--- src/design/rtas_pkg.sv ---
// Shared types, constants and codes for the reduction tree adder switch.
package rtas_pkg;

   localparam int QueueDepth = 16;
   localparam int MaxOut     = 32;
   localparam int EntryW     = 64;
   localparam int CsrIdxW    = 3;
   localparam int CsrDataW   = 3;

   localparam logic [1:0] CMD_PUSH_LEFT  = 2'd0;
   localparam logic [1:0] CMD_PUSH_RIGHT = 2'd1;
   localparam logic [1:0] CMD_PUSH_LINK  = 2'd2;
   localparam logic [1:0] CMD_TICK       = 2'd3;

   localparam logic [1:0] DEST_PARENT = 2'd0;
   localparam logic [1:0] DEST_LINK   = 2'd1;
   localparam logic [1:0] DEST_MEMORY = 2'd2;

   localparam logic [2:0] MODE_ADD2    = 3'd0;
   localparam logic [2:0] MODE_ADD3    = 3'd1;
   localparam logic [2:0] MODE_SPLIT   = 3'd2;
   localparam logic [2:0] MODE_FORWARD = 3'd3;
   localparam logic [2:0] MODE_MERGE   = 3'd4;

   localparam logic [2:0] REG_ROUTE_MODE    = 3'd0;
   localparam logic [2:0] REG_COMBINE_OP    = 3'd1;
   localparam logic [2:0] REG_LEFT_ENABLED  = 3'd2;
   localparam logic [2:0] REG_RIGHT_ENABLED = 3'd3;
   localparam logic [2:0] REG_LINK_ENABLED  = 3'd4;
   localparam logic [2:0] REG_LINK_RECEIVES = 3'd5;
   localparam logic [2:0] REG_TO_MEMORY     = 3'd6;
   localparam logic [2:0] REG_LINK_ON_RIGHT = 3'd7;

   typedef struct packed {
      logic [11:0] col;
      logic [11:0] row;
      logic [7:0]  tag;
      logic [31:0] value;
   } entry_type;

   typedef struct packed {
      logic [2:0] route_mode;
      logic       combine_op;
      logic       left_enabled;
      logic       right_enabled;
      logic       link_enabled;
      logic       link_receives;
      logic       to_memory;
      logic       link_on_right;
   } cfg_type;

   typedef struct packed {
      logic [1:0]  destination;
      logic [31:0] result_value;
      logic [7:0]  result_tag;
      logic [11:0] result_row;
      logic [11:0] result_col;
      logic        last_of_tick;
   } rsp_type;

   typedef struct packed {
      logic [1:0]  command;
      logic [31:0] value;
      logic [7:0]  neuron_tag;
      logic [11:0] row_index;
      logic [11:0] col_index;
   } req_type;

endpackage

--- src/design/rtas_if.sv ---
// Valid/ready channel interfaces for requests and responses.
interface rtas_req_if;
   logic                  valid;
   logic                  ready;
   logic [1:0]            command;
   logic signed [31:0]    value;
   logic [7:0]            neuron_tag;
   logic [11:0]           row_index;
   logic [11:0]           col_index;
   modport source (output valid, command, value, neuron_tag, row_index, col_index,
                   input ready);
   modport sink   (input valid, command, value, neuron_tag, row_index, col_index,
                   output ready);
endinterface

interface rtas_rsp_if;
   logic                  valid;
   logic                  ready;
   logic [1:0]            destination;
   logic signed [31:0]    result_value;
   logic [7:0]            result_tag;
   logic [11:0]           result_row;
   logic [11:0]           result_col;
   logic                  last_of_tick;
   modport source (output valid, destination, result_value, result_tag, result_row,
                   result_col, last_of_tick, input ready);
   modport sink   (input valid, destination, result_value, result_tag, result_row,
                   result_col, last_of_tick, output ready);
endinterface

--- src/design/rtas_ram.sv ---
// Generic single-port-write, single-port-read RAM with registered read data.
module rtas_ram #(
   parameter int Width = 64,
   parameter int Depth = 16
) (
   input  logic                     clock,
   input  logic                     wr_en,
   input  logic [$clog2(Depth)-1:0] wr_addr,
   input  logic [Width-1:0]         wr_data,
   input  logic [$clog2(Depth)-1:0] rd_addr,
   output logic [Width-1:0]         rd_data
);
   logic [Width-1:0] mem [Depth];

   always_ff @(posedge clock) begin
      if (wr_en) begin
         mem[wr_addr] <= wr_data;
      end
      rd_data <= mem[rd_addr];
   end
endmodule

--- src/design/rtas_queue.sv ---
// Circular queue: RAM plus head pointer and fill count, head entry read ahead.
module rtas_queue #(
   parameter int Depth = rtas_pkg::QueueDepth
) (
   input  logic                  clock,
   input  logic                  reset,
   input  logic                  push,
   input  rtas_pkg::entry_type   push_data,
   input  logic                  pop,
   output logic                  nonempty,
   output rtas_pkg::entry_type   head_data
);
   localparam int AddrW = $clog2(Depth);
   localparam int FillW = $clog2(Depth + 1);

   logic [AddrW-1:0] head_ff, head_in;
   logic [FillW-1:0] fill_ff, fill_in;
   logic [AddrW-1:0] wr_addr, rd_addr;
   logic [FillW:0]   wr_sum;
   logic             do_push;
   logic [rtas_pkg::EntryW-1:0] rd_raw;

   assign do_push  = push && (fill_ff != FillW'(Depth));
   assign wr_sum   = {1'b0, FillW'(head_ff)} + {1'b0, fill_ff};
   assign wr_addr  = (wr_sum >= (FillW+1)'(Depth)) ? AddrW'(wr_sum - (FillW+1)'(Depth))
                                                   : AddrW'(wr_sum);
   assign head_in  = pop ? ((head_ff == AddrW'(Depth - 1)) ? '0 : head_ff + 1'b1) : head_ff;
   assign fill_in  = fill_ff + FillW'(do_push) - FillW'(pop);
   // read address follows the next head so the registered read shows the new head
   assign rd_addr  = head_in;
   assign nonempty = fill_ff != '0;
   assign head_data = rtas_pkg::entry_type'(rd_raw);

   always_ff @(posedge clock) begin
      if (reset) begin
         head_ff <= '0;
         fill_ff <= '0;
      end else begin
         head_ff <= head_in;
         fill_ff <= fill_in;
      end
   end

   rtas_ram #(.Width(rtas_pkg::EntryW), .Depth(Depth)) u_ram (
      .clock   (clock),
      .wr_en   (do_push),
      .wr_addr (wr_addr),
      .wr_data (rtas_pkg::EntryW'(push_data)),
      .rd_addr (rd_addr),
      .rd_data (rd_raw)
   );
endmodule

--- src/design/reduction_tree_adder_switch_core.sv ---
// Top level of the reduction tree adder switch node.
// A push beat is taken in IDLE. After a push the node passes through SETTLE before the next
// beat (the queue RAM's registered read must refresh the head). A tick is accepted in IDLE and
// decided in STEP; split mode with both inputs present emits its second beat from EMIT, and
// forward-both alternates STEP and the WAIT gap state between its beats (up to 32 beats).
// A decision waits while the output register still holds an unaccepted beat, so a stalled
// receiver holds the decision back.
module reduction_tree_adder_switch_core #(
   parameter int QUEUE_DEPTH = rtas_pkg::QueueDepth
) (
   input  logic                                clock,
   input  logic                                reset,
   rtas_req_if.sink                            req,
   rtas_rsp_if.source                          rsp,
   input  logic                                csr_write_enable,
   input  logic [rtas_pkg::CsrIdxW-1:0]        csr_index,
   input  logic [rtas_pkg::CsrDataW-1:0]       csr_write_data
);
   localparam logic [2:0] ST_IDLE   = 3'd0;
   localparam logic [2:0] ST_SETTLE = 3'd1;
   localparam logic [2:0] ST_STEP   = 3'd2;
   localparam logic [2:0] ST_EMIT   = 3'd3;
   localparam logic [2:0] ST_WAIT   = 3'd4;
   localparam int         FillW     = $clog2(QUEUE_DEPTH + 1);

   rtas_pkg::cfg_type   cfg_ff, cfg_in;
   logic [2:0]          state_ff, state_in;
   logic [5:0]          count_ff, count_in;   // forward-mode beats emitted this tick
   logic                fwd_right_ff, fwd_right_in;
   rtas_pkg::rsp_type   out_ff, out_in;
   logic                out_valid_ff, out_valid_in;

   logic                lq_push, rq_push, fq_push;
   logic                lq_pop, rq_pop, fq_pop;
   logic                lq_ne, rq_ne, fq_ne;
   rtas_pkg::entry_type lq_head, rq_head, fq_head, push_entry;

   // pending second result of a split tick
   logic                pend_ff, pend_in;
   rtas_pkg::rsp_type   pend_data_ff, pend_data_in;

   // more entries remain after popping the head (fill above one)
   logic                lq_head_more, rq_head_more;
   logic [FillW-1:0]    lq_fill_ff, rq_fill_ff;

   logic                req_fire;
   logic [1:0]          par_dest;
   rtas_pkg::entry_type comb;

   assign req.ready = (state_ff == ST_IDLE);
   assign req_fire  = req.valid && req.ready;

   assign push_entry.value = req.value;
   assign push_entry.tag   = req.neuron_tag;
   assign push_entry.row   = req.row_index;
   assign push_entry.col   = req.col_index;

   assign lq_push = req_fire && (req.command == rtas_pkg::CMD_PUSH_LEFT);
   assign rq_push = req_fire && (req.command == rtas_pkg::CMD_PUSH_RIGHT);
   assign fq_push = req_fire && (req.command == rtas_pkg::CMD_PUSH_LINK)
                    && cfg_ff.link_enabled && cfg_ff.link_receives;

   assign par_dest = cfg_ff.to_memory ? rtas_pkg::DEST_MEMORY : rtas_pkg::DEST_PARENT;

   always_comb begin
      comb.tag = lq_head.tag;
      comb.row = rq_head.row;
      comb.col = lq_head.col;
      if (cfg_ff.combine_op) begin
         comb.value = ($signed(lq_head.value) > $signed(rq_head.value)) ? lq_head.value
                                                                         : rq_head.value;
      end else begin
         comb.value = lq_head.value + rq_head.value;
      end
   end

   function automatic rtas_pkg::rsp_type mk(input logic [1:0] d, input rtas_pkg::entry_type e,
                                            input logic last);
      rtas_pkg::rsp_type r;
      r.destination  = d;
      r.result_value = e.value;
      r.result_tag   = e.tag;
      r.result_row   = e.row;
      r.result_col   = e.col;
      r.last_of_tick = last;
      return r;
   endfunction

   always_comb begin
      cfg_in = cfg_ff;
      if (csr_write_enable) begin
         unique case (csr_index)
            rtas_pkg::REG_ROUTE_MODE:    cfg_in.route_mode    = csr_write_data;
            rtas_pkg::REG_COMBINE_OP:    cfg_in.combine_op    = csr_write_data[0];
            rtas_pkg::REG_LEFT_ENABLED:  cfg_in.left_enabled  = csr_write_data[0];
            rtas_pkg::REG_RIGHT_ENABLED: cfg_in.right_enabled = csr_write_data[0];
            rtas_pkg::REG_LINK_ENABLED:  cfg_in.link_enabled  = csr_write_data[0];
            rtas_pkg::REG_LINK_RECEIVES: cfg_in.link_receives = csr_write_data[0];
            rtas_pkg::REG_TO_MEMORY:     cfg_in.to_memory     = csr_write_data[0];
            rtas_pkg::REG_LINK_ON_RIGHT: cfg_in.link_on_right = csr_write_data[0];
            default: ;
         endcase
      end
   end

   always_comb begin
      logic [1:0]          rdest;
      rtas_pkg::entry_type e3;
      logic                more;
      rdest        = cfg_ff.link_enabled ? rtas_pkg::DEST_LINK : par_dest;
      e3           = '0;
      more         = 1'b0;
      state_in     = state_ff;
      count_in     = count_ff;
      fwd_right_in = fwd_right_ff;
      out_in       = out_ff;
      out_valid_in = out_valid_ff;
      pend_in      = pend_ff;
      pend_data_in = pend_data_ff;
      lq_pop = 1'b0;
      rq_pop = 1'b0;
      fq_pop = 1'b0;
      if (rsp.valid && rsp.ready) begin
         out_valid_in = 1'b0;
      end
      unique case (state_ff)
         ST_IDLE: begin
            if (req_fire) begin
               state_in     = (req.command == rtas_pkg::CMD_TICK) ? ST_STEP : ST_SETTLE;
               count_in     = '0;
               fwd_right_in = 1'b0;
            end
         end
         ST_SETTLE: state_in = ST_IDLE;
         ST_STEP: begin
            // one decision per visit to STEP; output register must be free
            if (!out_valid_ff || (rsp.valid && rsp.ready)) begin
               state_in = ST_IDLE;
               unique case (cfg_ff.route_mode)
                  rtas_pkg::MODE_ADD2: begin
                     if (lq_ne && rq_ne) begin
                        lq_pop = 1'b1; rq_pop = 1'b1;
                        out_in = mk(rdest, comb, 1'b1); out_valid_in = 1'b1;
                     end else if (lq_ne && !cfg_ff.right_enabled) begin
                        lq_pop = 1'b1;
                        out_in = mk(rdest, lq_head, 1'b1); out_valid_in = 1'b1;
                     end else if (rq_ne && !cfg_ff.left_enabled) begin
                        rq_pop = 1'b1;
                        out_in = mk(rdest, rq_head, 1'b1); out_valid_in = 1'b1;
                     end
                  end
                  rtas_pkg::MODE_ADD3: begin
                     if (lq_ne && rq_ne && fq_ne) begin
                        lq_pop = 1'b1; rq_pop = 1'b1; fq_pop = 1'b1;
                        e3.value = lq_head.value + rq_head.value + fq_head.value;
                        e3.tag   = lq_head.tag;
                        out_in = mk(par_dest, e3, 1'b1); out_valid_in = 1'b1;
                     end
                  end
                  rtas_pkg::MODE_SPLIT: begin
                     lq_pop = lq_ne; rq_pop = rq_ne;
                     if (lq_ne && rq_ne) begin
                        // link-bound one first
                        if (cfg_ff.link_on_right) begin
                           out_in       = mk(rtas_pkg::DEST_LINK, rq_head, 1'b0);
                           pend_data_in = mk(par_dest, lq_head, 1'b1);
                        end else begin
                           out_in       = mk(rtas_pkg::DEST_LINK, lq_head, 1'b0);
                           pend_data_in = mk(par_dest, rq_head, 1'b1);
                        end
                        out_valid_in = 1'b1; pend_in = 1'b1; state_in = ST_EMIT;
                     end else if (lq_ne) begin
                        out_in = mk(cfg_ff.link_on_right ? par_dest : rtas_pkg::DEST_LINK,
                                    lq_head, 1'b1);
                        out_valid_in = 1'b1;
                     end else if (rq_ne) begin
                        out_in = mk(cfg_ff.link_on_right ? rtas_pkg::DEST_LINK : par_dest,
                                    rq_head, 1'b1);
                        out_valid_in = 1'b1;
                     end
                  end
                  rtas_pkg::MODE_FORWARD: begin
                     if (lq_ne && !fwd_right_ff) begin
                        lq_pop = 1'b1;
                        more = (count_ff != 6'(rtas_pkg::MaxOut - 1))
                               && (lq_head_more || rq_ne);
                        out_in = mk(par_dest, lq_head, !more); out_valid_in = 1'b1;
                        if (!lq_head_more) fwd_right_in = 1'b1;
                     end else if (rq_ne) begin
                        rq_pop = 1'b1;
                        more = (count_ff != 6'(rtas_pkg::MaxOut - 1)) && rq_head_more;
                        out_in = mk(par_dest, rq_head, !more); out_valid_in = 1'b1;
                        fwd_right_in = 1'b1;
                     end
                     count_in = count_ff + 1'b1;
                     if (more) state_in = ST_WAIT;
                  end
                  rtas_pkg::MODE_MERGE: begin
                     if (lq_ne && (!rq_ne || lq_head.col < rq_head.col)) begin
                        lq_pop = 1'b1;
                        out_in = mk(par_dest, lq_head, 1'b1); out_valid_in = 1'b1;
                     end else if (rq_ne && (!lq_ne || lq_head.col > rq_head.col)) begin
                        rq_pop = 1'b1;
                        out_in = mk(par_dest, rq_head, 1'b1); out_valid_in = 1'b1;
                     end else if (lq_ne && rq_ne) begin
                        lq_pop = 1'b1; rq_pop = 1'b1;
                        out_in = mk(par_dest, comb, 1'b1); out_valid_in = 1'b1;
                     end
                  end
                  default: ;
               endcase
            end
         end
         ST_WAIT: state_in = ST_STEP;   // gap state between forwarded beats
         ST_EMIT: begin
            if (!out_valid_ff || (rsp.valid && rsp.ready)) begin
               out_in = pend_data_ff; out_valid_in = 1'b1;
               pend_in = 1'b0; state_in = ST_IDLE;
            end
         end
         default: state_in = ST_IDLE;
      endcase
   end

   assign lq_head_more = lq_fill_ff > FillW'(1);
   assign rq_head_more = rq_fill_ff > FillW'(1);

   always_ff @(posedge clock) begin
      if (reset) begin
         lq_fill_ff <= '0;
         rq_fill_ff <= '0;
      end else begin
         lq_fill_ff <= lq_fill_ff + FillW'(lq_push && lq_fill_ff != FillW'(QUEUE_DEPTH))
                       - FillW'(lq_pop);
         rq_fill_ff <= rq_fill_ff + FillW'(rq_push && rq_fill_ff != FillW'(QUEUE_DEPTH))
                       - FillW'(rq_pop);
      end
   end

   always_ff @(posedge clock) begin
      if (reset) begin
         cfg_ff       <= '0;
         state_ff     <= ST_IDLE;
         count_ff     <= '0;
         fwd_right_ff <= 1'b0;
         out_valid_ff <= 1'b0;
         pend_ff      <= 1'b0;
      end else begin
         cfg_ff       <= cfg_in;
         state_ff     <= state_in;
         count_ff     <= count_in;
         fwd_right_ff <= fwd_right_in;
         out_valid_ff <= out_valid_in;
         pend_ff      <= pend_in;
      end
      out_ff       <= out_in;
      pend_data_ff <= pend_data_in;
   end

   rtas_queue #(.Depth(QUEUE_DEPTH)) u_left (
      .clock(clock), .reset(reset), .push(lq_push), .push_data(push_entry),
      .pop(lq_pop), .nonempty(lq_ne), .head_data(lq_head));
   rtas_queue #(.Depth(QUEUE_DEPTH)) u_right (
      .clock(clock), .reset(reset), .push(rq_push), .push_data(push_entry),
      .pop(rq_pop), .nonempty(rq_ne), .head_data(rq_head));
   rtas_queue #(.Depth(QUEUE_DEPTH)) u_link (
      .clock(clock), .reset(reset), .push(fq_push), .push_data(push_entry),
      .pop(fq_pop), .nonempty(fq_ne), .head_data(fq_head));

   assign rsp.valid        = out_valid_ff;
   assign rsp.destination  = out_ff.destination;
   assign rsp.result_value = out_ff.result_value;
   assign rsp.result_tag   = out_ff.result_tag;
   assign rsp.result_row   = out_ff.result_row;
   assign rsp.result_col   = out_ff.result_col;
   assign rsp.last_of_tick = out_ff.last_of_tick;

   a_pend_in_emit: assert property (@(posedge clock) disable iff (reset)
      pend_ff |-> (state_ff == ST_EMIT)) else $error("split pending outside emit");
   a_no_pop_idle: assert property (@(posedge clock) disable iff (reset)
      (state_ff == ST_IDLE) |-> !(lq_pop || rq_pop || fq_pop))
      else $error("queue pop while idle");
   a_fwd_limit: assert property (@(posedge clock) disable iff (reset)
      count_ff <= 6'(rtas_pkg::MaxOut)) else $error("forward burst too long");
endmodule
--- src/flat_wrapper.sv ---
// flat-port wrapper written by rule: the top's interface ports become plain ports
module reduction_tree_adder_switch_core_flat 
#(
   parameter int QUEUE_DEPTH = rtas_pkg::QueueDepth
)
  (clock, reset, csr_write_enable, csr_index, csr_write_data, req_valid, req_command, req_value, req_neuron_tag, req_row_index, req_col_index, req_ready, rsp_valid, rsp_destination, rsp_result_value, rsp_result_tag, rsp_result_row, rsp_result_col, rsp_last_of_tick, rsp_ready);
  rtas_req_if req_i ();
  rtas_rsp_if rsp_i ();
  input  logic clock;
  input  logic reset;
  input  logic csr_write_enable;
  input  logic [rtas_pkg::CsrIdxW-1:0] csr_index;
  input  logic [rtas_pkg::CsrDataW-1:0] csr_write_data;
  input wire logic [$bits(req_i.valid)-1:0] req_valid;
  input wire logic [$bits(req_i.command)-1:0] req_command;
  input wire logic [$bits(req_i.value)-1:0] req_value;
  input wire logic [$bits(req_i.neuron_tag)-1:0] req_neuron_tag;
  input wire logic [$bits(req_i.row_index)-1:0] req_row_index;
  input wire logic [$bits(req_i.col_index)-1:0] req_col_index;
  output wire logic [$bits(req_i.ready)-1:0] req_ready;
  output wire logic [$bits(rsp_i.valid)-1:0] rsp_valid;
  output wire logic [$bits(rsp_i.destination)-1:0] rsp_destination;
  output wire logic [$bits(rsp_i.result_value)-1:0] rsp_result_value;
  output wire logic [$bits(rsp_i.result_tag)-1:0] rsp_result_tag;
  output wire logic [$bits(rsp_i.result_row)-1:0] rsp_result_row;
  output wire logic [$bits(rsp_i.result_col)-1:0] rsp_result_col;
  output wire logic [$bits(rsp_i.last_of_tick)-1:0] rsp_last_of_tick;
  input wire logic [$bits(rsp_i.ready)-1:0] rsp_ready;
  assign req_i.valid = req_valid;
  assign req_i.command = req_command;
  assign req_i.value = req_value;
  assign req_i.neuron_tag = req_neuron_tag;
  assign req_i.row_index = req_row_index;
  assign req_i.col_index = req_col_index;
  assign req_ready = req_i.ready;
  assign rsp_valid = rsp_i.valid;
  assign rsp_destination = rsp_i.destination;
  assign rsp_result_value = rsp_i.result_value;
  assign rsp_result_tag = rsp_i.result_tag;
  assign rsp_result_row = rsp_i.result_row;
  assign rsp_result_col = rsp_i.result_col;
  assign rsp_last_of_tick = rsp_i.last_of_tick;
  assign rsp_i.ready = rsp_ready;
  reduction_tree_adder_switch_core #(.QUEUE_DEPTH(QUEUE_DEPTH)) u_core (.clock(clock), .reset(reset), .req(req_i), .rsp(rsp_i), .csr_write_enable(csr_write_enable), .csr_index(csr_index), .csr_write_data(csr_write_data));
endmodule
--- config.mk ---
export PLATFORM = sky130hd
export DESIGN_NAME = reduction_tree_adder_switch_core_flat
export DESIGN_NICKNAME = d
export VERILOG_FILES = /design/src/design/rtas_pkg.sv /design/src/design/rtas_if.sv /design/src/design/rtas_ram.sv /design/src/design/rtas_queue.sv /design/src/design/reduction_tree_adder_switch_core.sv /design/src/flat_wrapper.sv
export SDC_FILE = /design/constraint.sdc
export NUM_CORES = 2
export LEC_CHECK = 0
export ABC_AREA = 0
export BUFFER_PORTS_ARGS = -buffer_cell sky130_fd_sc_hd__buf_2
export CAP_MARGIN = 40
export CORE_ASPECT_RATIO = 1.2
export CORE_MARGIN = 4
export CORE_UTILIZATION = 45
export CTS_CLUSTER_DIAMETER = 80
export DETAILED_ROUTE_END_ITERATION = 6
export SLEW_MARGIN = 20
export SYNTH_ARGS = -nofsm -noshare
export SYNTH_HDL_FRONTEND = slang
export SYNTH_HIERARCHICAL = 1
export SYNTH_SLANG_ARGS = --single-unit
--- constraint.sdc ---
create_clock -name clock -period 12.74 [get_ports clock]
set_input_delay 1.274 -clock clock [delete_from_list [all_inputs] [get_ports clock]]
set_output_delay 1.274 -clock clock [all_outputs]
set_load 0.02 [all_outputs]
; Word-level counts from Yosys, hierarchy flattened
; Memory sizes are Yosys's and may differ from the RTL's. A register that Yosys moved wholly into a read port is not among the register bits.
; Index checks and enable logic that the tools add are counted.
[totals]
reg_bits = 192
wordCells = 260
latchBits = 0
romBits = 0
n_memories = 3
ramBits = 3072
[op_classes]
n_reduce_logical = 55
shift = 0
div_mod_pow = 0
n_eq_ne = 38
n_addsub = 22
n_mul = 0
magnitude_cmp = 8
bitwise = 0
muxes = 102
[memory_table]
columns = memory, words, word_bits, rd, rd_clocked_by_memory_dff, wr, line_no
row1 = u_core.u_left.u_ram.mem, 16, 64, 1, 1, 1, rtas_ram.sv:13  ; logic [Width-1:0] mem [Depth];
row2 = u_core.u_link.u_ram.mem, 16, 64, 1, 1, 1, rtas_ram.sv:13
row3 = u_core.u_right.u_ram.mem, 16, 64, 1, 1, 1, rtas_ram.sv:13
[op_table]
columns = op, n
row1 = $mux 67, 14
row2 = $pmux 67 s5, 1
row3 = $pmux 67 s2, 1
row4 = $mux 65, 2
row5 = $add 32x32->32, 2
row6 = $mux 32, 2
row7 = $mux 1, 52
row8 = $mux 4, 9
row9 = $gt 32x32->1, 1
row10 = $add 5x1->5, 5
row11 = $ne 5x5->1 const B, 5
row12 = $sub 5x1->5, 5
row13 = $logic_and 1x1->1, 21
row14 = $add 4x5->6, 3
row15 = $eq 3x2->1 const B, 6
row16 = $eq 3x3->1 const B, 6
row17 = $ge 6x5->1 const B, 3
row18 = $mux 6, 3
row19 = $reduce_and 2->1, 8
row20 = $ne 5x2->1 const B, 3
row21 = $pmux 1 s5, 3
row22 = $reduce_bool 5->1, 3
row23 = $add 4x1->4 const B, 3
row24 = $eq 4x4->1 const B, 3
row25 = other kinds (30), 61

; Longest topological paths before layout
[depth]
depth_word = 11
mapped_depth = 24

; Hierarchy
; Netlist, hierarchy kept.
[by_module_without_submodules]
columns = mod, area_per_inst_um2, seq_area_each_um2, cells_each, n_inst
row1 = rtas_ram at u_core.u_left.u_ram ..., 39581.7, 32030.7, 1647, 2
row2 = rtas_ram at u_core.u_link.u_ram, 39583.0, 32030.7, 1647, 1
row3 = reduction_tree_adder_switch_core, 14732.9, 4584.4, 1760, 1
row4 = rtas_queue at u_core.u_left ..., 651.9, 180.2, 76, 2
row5 = rtas_queue at u_core.u_right, 629.4, 180.2, 72, 1

; Worst setup path before layout
; OpenSTA, ideal clock, no wires.
[synth_timing]
path_kind = flip-flop to flip-flop
start = register u_core.u_left.fill_ff[3]
end = register u_core.out_ff (netlist bit u_core/rsp.destination[0]) (enable)
n_path_buf = 1
period_less_slack_ps = 9332
path_stages_with_launch = 10
path_slack_ps = 3408
setup_time_ps = 682
arrival_time_ps = 8651
path_cell_list = dfxtp_1 inv_1 ha_1 nand3b_1 clkbuf_1 o21ai_1 a311o_1 o21ai_0 a21oi_1 nor4b_1
[synth_via]
elab_chain_len = 6
[synth_lines]
columns = element, line_no
row1 = "start, declared", rtas_queue.sv:17  ; logic [FillW-1:0] fill_ff, fill_in;
row2 = "start signal, assigned", rtas_queue.sv:40  ; fill_ff <= fill_in;
row3 = $reduce_bool 5->1 (*), rtas_queue.sv:31  ; assign nonempty = fill_ff != '0;
row4 = via u_core.lq_ne, reduction_tree_adder_switch_core.sv:35  ; logic lq_ne, rq_ne, fq_ne;
row5 = $logic_not 1->1, reduction_tree_adder_switch_core.sv:202  ; end else if (rq_ne && (!lq_ne || lq_head.col > rq_head.col)) begin
row6 = $logic_or 1x1->1, reduction_tree_adder_switch_core.sv:202
row7 = $logic_and 1x1->1, reduction_tree_adder_switch_core.sv:202
row8 = $ne 5x2->1 (no source line), --
row9 = $reduce_and 9->1 (no source line) (*), --
row10 = "end signal, assigned", reduction_tree_adder_switch_core.sv:256  ; out_ff <= out_in;
row11 = "end, declared", reduction_tree_adder_switch_core.sv:30  ; rtas_pkg::rsp_type out_ff, out_in;
; Mark *: on every way through the listed nets, which the timed path passes. The rest lies on a longest branch.
; A chain may end at the register's enable or synchronous reset.

; Final worst setup path
[layout_timing]
start = register u_core.u_left.fill_ff[3]
end = register u_core.u_right.u_ram.rd_data[54] (read register of u_core.u_right.u_ram.mem)
[layout_via]
elab_chain_len = 10
[layout_lines]
columns = element, line_no
row1 = $reduce_bool 5->1 (*), rtas_queue.sv:31
row2 = via u_core.lq_ne, reduction_tree_adder_switch_core.sv:35
row3 = $logic_not 1->1, reduction_tree_adder_switch_core.sv:202
row4 = $logic_or 1x1->1, reduction_tree_adder_switch_core.sv:202
row5 = $logic_and 1x1->1, reduction_tree_adder_switch_core.sv:202
row6 = $mux 1, reduction_tree_adder_switch_core.sv:202
row7 = $mux 1, reduction_tree_adder_switch_core.sv:199  ; if (lq_ne && (!rq_ne || lq_head.col < rq_head.col)) begin
row8 = $pmux 1 s5 (*), reduction_tree_adder_switch_core.sv:139  ; unique case (cfg_ff.route_mode)
row9 = $mux 1 (*), reduction_tree_adder_switch_core.sv:137  ; if (!out_valid_ff || (rsp.valid && rsp.ready)) begin
row10 = $mux 1 (*), reduction_tree_adder_switch_core.sv:126  ; unique case (state_ff)
row11 = via u_core.rq_pop, reduction_tree_adder_switch_core.sv:34  ; logic lq_pop, rq_pop, fq_pop;
row12 = $mux 4 (*), rtas_queue.sv:27  ; assign head_in = pop ? ((head_ff == AddrW'(Depth - 1)) ? '0 : head_ff + 1'b1) : head_ff;
row13 = via u_core.u_right.head_in[1], rtas_queue.sv:16  ; logic [AddrW-1:0] head_ff, head_in;
row14 = "end, declared", rtas_ram.sv:11  ; output logic [Width-1:0] rd_data
; Marks and branches as above.

==> run_results.csv <==
group,metric,value,unit
sta,period_needed,5.92,ns
sta,skew,0.0685,ns
clocking,cts_resized,0,
die,die_height,564,µm
min_path,worstHoldEndpoint,"u_core/pend_data_ff[66]$_DFFE_PP_",
detailed_routing,wl_per_cell,31.6,µm
sta,period_share,46.4,%
setup_path,cp.required,13.47,ns
power,power,22500,µW
detailed_routing,first_iter_violations,7058,
setup_path,cp_common_cell,"buf_4",
detailed_routing,ant_nets,0,
detailed_routing,remaining_drc_errors,0,
clocking,htreeDepth,5,
detailed_routing,vias,62900,
die,coreArea,0.256,mm²
setup_path,cpPeakStageDelay,0.69,ns
power,swShare,25.7,%
setup_path,rr_endpoint,"u_core/u_right/u_ram/rd_data[54]$_DFF_P_",
yosys,synth_fp_nets,6365,
layout,fillerInstances,20300,
min_path,hold_path_class,"reg2reg",
sta,worstMarginPinSlew,1.02,ns
layout,layout-drive-gt1-share,23.7,%
setup_path,r2r_slack,6.82,ns
grt,grt_overflow,0,
setup_path,path_max_fanout,45,
layout,finalInstanceArea,0.132,mm²
sta,fin_setup_tns,0,ns
place,dp_hpwl,182,mm
setup_path,critical_path.endpoint_type,"flop",
detailed_routing,drt-vias-per-instance,6.23,
place,gp_congestion,0.926,
run_status,status,"completed",
clocking,cts_tree,"done",
die,ios,146,
clocking,ctsRootBufferMaster,"clkbuf_16",
sta,max_freq,169,MHz
sta,setup_viol,0,
place,placed_area,0.122,mm²
clocking,cts_buffers,297,
layout,num-nets-final,6701,
sta,rsz0062_at_grt,"no",
clocking,cts_setup_buffers,0,
yosys,avgSynthCellArea,18.9,µm²
power,ir_worst_vdd,0.000115,V
clocking,clk_latency,0.87,ns
clocking,cts.sinks,2910,
setup_path,critPathTopFamily,"buffers and inverters",
layout,area_growth,14.0,%
grt,use_met1,32.6,%
grt,gr-usage-met2,39.5,%
setup_path,regToRegStartpoint,"u_core/u_left/fill_ff[3]$_SDFF_PP0_",
layout,mostFrequentLayoutCells,"edfxtp_1 (2692), mux4_2 (640), a22oi_1 (324), clkbuf_16 (304), nand2_1 (304)",
layout,seqCellArea,0.0852,mm²
detailed_routing,dr.pass1.iters,6,
sta,drv_slew,0,
power,p_int,16800,µW
yosys,syn-cell-area,0.116,mm²
yosys,ys_warn_count,6,
power,power_leakage,0.0420,µW
power,combPwrFrac,13.9,%
grt,grtUsageMet3,3.80,%
grt,grt_pass1_wl,456,mm
power,seqPwrFrac,47.8,%
sta,finalHoldViolCount,0,
setup_path,worstPathCellList,"inv_1 > ha_1 > nand3b_1 > inv_1 > nor2_1 > and3_1 > nor3_1 > nor2_1 > nor3_2 > buf_4 > o21ai_4 > buf_4 > buf_4 > buf_4 > buf_16 > mux4_2 > a22oi_1 > nand2_1",
setup_path,slowest_stage,"buf_4",
clocking,path_clk_slew,0.06,ns
grt,grt_pass1_vias,62700,
layout,multiInputGateArea,0.0289,mm²
place,io_buffers,145,
die,die_w,471,µm
power,p_sw,5790,µW
setup_path,arrival,6.65,ns
setup_path,critPathKind,"reg2reg",
sta,maxSlewHeadroom,32.0,%
grt,gr-max-usage-layer,"met2",
grt,grt_usage,23.7,%
run,max_cap_violations,0,
die,die_area,0.265,mm²
die,rows,203,
clocking,clk_path_buf_depth,4,
setup_path,rr_worst_depth,18,
grt,antenna_found_initial,30,
clocking,postCtsHoldBufs,0,
detailed_routing,routed_wl,319,mm
min_path,hp-start,"u_core/cfg_ff[1]$_SDFFE_PP0P_",
power,clockPowerShare,38.3,%
grt,grt_start_max_net_pins,133,
yosys,syn_inst,6125,
layout,final_common_cell,"edfxtp_1",
min_path,min_path_cells,0,
setup_path,crit_path_start_kind,"flop",
die,initial_core_util,45.3,%
setup_path,cp_num_buf_inv,7,
power,powerDensity,171,mW/mm²
## sequential cells by signal, summed over array words and instances, names as in the netlist, 6 cells and up
signal	flops
u_core/rsp.result_col	12
u_core/u_left/u_ram/rd_data	64
u_core/count_ff	6
u_core/pend_data_ff	65
u_core/u_link/u_ram/mem	512
u_core/u_left/u_ram/mem	1024
u_core/cfg_ff	10
u_core/rsp.result_tag	8
u_core/rsp.result_value	32
u_core/u_right/u_ram/rd_data	64
u_core/u_right/u_ram/mem	1024
u_core/u_link/u_ram/rd_data	32
u_core/rsp.result_row	12
## per-layer routing
layer | part of all wire (%) | wire (µm) | vias to the layer above
li1 | - | - | 25800
met1 | 40 | 127000 | 33500
met2 | 49 | 157000 | 3023
met3 | 8.0 | 25500 | 603
met4 | 3.1 | 9850 | 16
met5 | 0.035 | 112 | -
## worst reg2reg max path, stage by stage, from the launching register on
cell	delay, ns
dfxtp_1	0.39
inv_1	0.08
ha_1	0.19
nand3b_1	0.60
inv_1	0.29
nor2_1	0.23
and3_1	0.22
nor3_1	0.06
nor2_1	0.15
nor3_2	0.06
buf_4	0.20
o21ai_4	0.36
buf_4	0.64
buf_4	0.77
buf_4	0.51
buf_16	0.30
mux4_2	0.39
a22oi_1	0.22
nand2_1	0.14
## area by class of cell
| cell class | instances | share of cell area, % |
|---|---|---|
| Inverter | 137 | 0.390 |
| Clock buffer | 381 | 6.11 |
| Clock inverter | 152 | 1.17 |
| Antenna cell | 12 | 0.0228 |
| Sequential cell | 2910 | 64.6 |
| Timing Repair Buffer | 369 | 2.59 |
| Multi-Input combinational cell | 2746 | 21.9 |
| Tap cell | 3382 | 3.21 |
## worst max-delay path by stage
stage / start / end / slack (ns) / cells after the start
floorplan: u_core/u_left/fill_ff[3]$_SDFF_PP0_ / u_core/rsp.destination[0]$_SDFFCE_PP0P_ / 3.41 / 9
detailed placement: u_core/u_right/u_ram/rd_data[55]$_DFF_P_ / u_core/u_left/u_ram/rd_data[56]$_DFF_P_ / 6.74 / 20
global placement: u_core/u_right/u_ram/rd_data[55]$_DFF_P_ / u_core/u_left/u_ram/rd_data[56]$_DFF_P_ / 6.25 / 19
CTS: u_core/u_right/u_ram/rd_data[55]$_DFF_P_ / u_core/u_left/u_ram/rd_data[56]$_DFF_P_ / 6.72 / 20
finish: u_core/u_left/fill_ff[3]$_SDFF_PP0_ / u_core/u_right/u_ram/rd_data[54]$_DFF_P_ / 6.82 / 18
global route: u_core/u_right/fill_ff[2]$_SDFF_PP0_ / u_core/u_left/u_ram/rd_data[45]$_DFF_P_ / 6.31 / 16
## stage by stage
| step | instances | hold WS, ns | utilization, % | worst slack (ns) |
|---|---|---|---|---|
| detailed placement | 9510 | 0.455 | 47.6 | 6.74 |
| floorplan | 6125 | 0.430 | - | 3.41 |
| finish | 10100 | 0.479 | 51.6 | 6.82 |
| global placement | 9479 | 0.451 | 47.3 | 6.25 |
| CTS | 10000 | 0.472 | 51.3 | 6.72 |
| global route | 10100 | 0.484 | 51.6 | 6.31 |
## power by group through the flow
stage	Combinational [µW]	Clock, µW	Sequential [µW]
CTS	3050	8810	10800
global placement	2980	0	11000
global route	3340	9220	10800
floorplan	1900	0	10900
finish	3130	8630	10800
detailed placement	3030	0	11000
No activity file was read; power rests on OpenSTA's default activity.
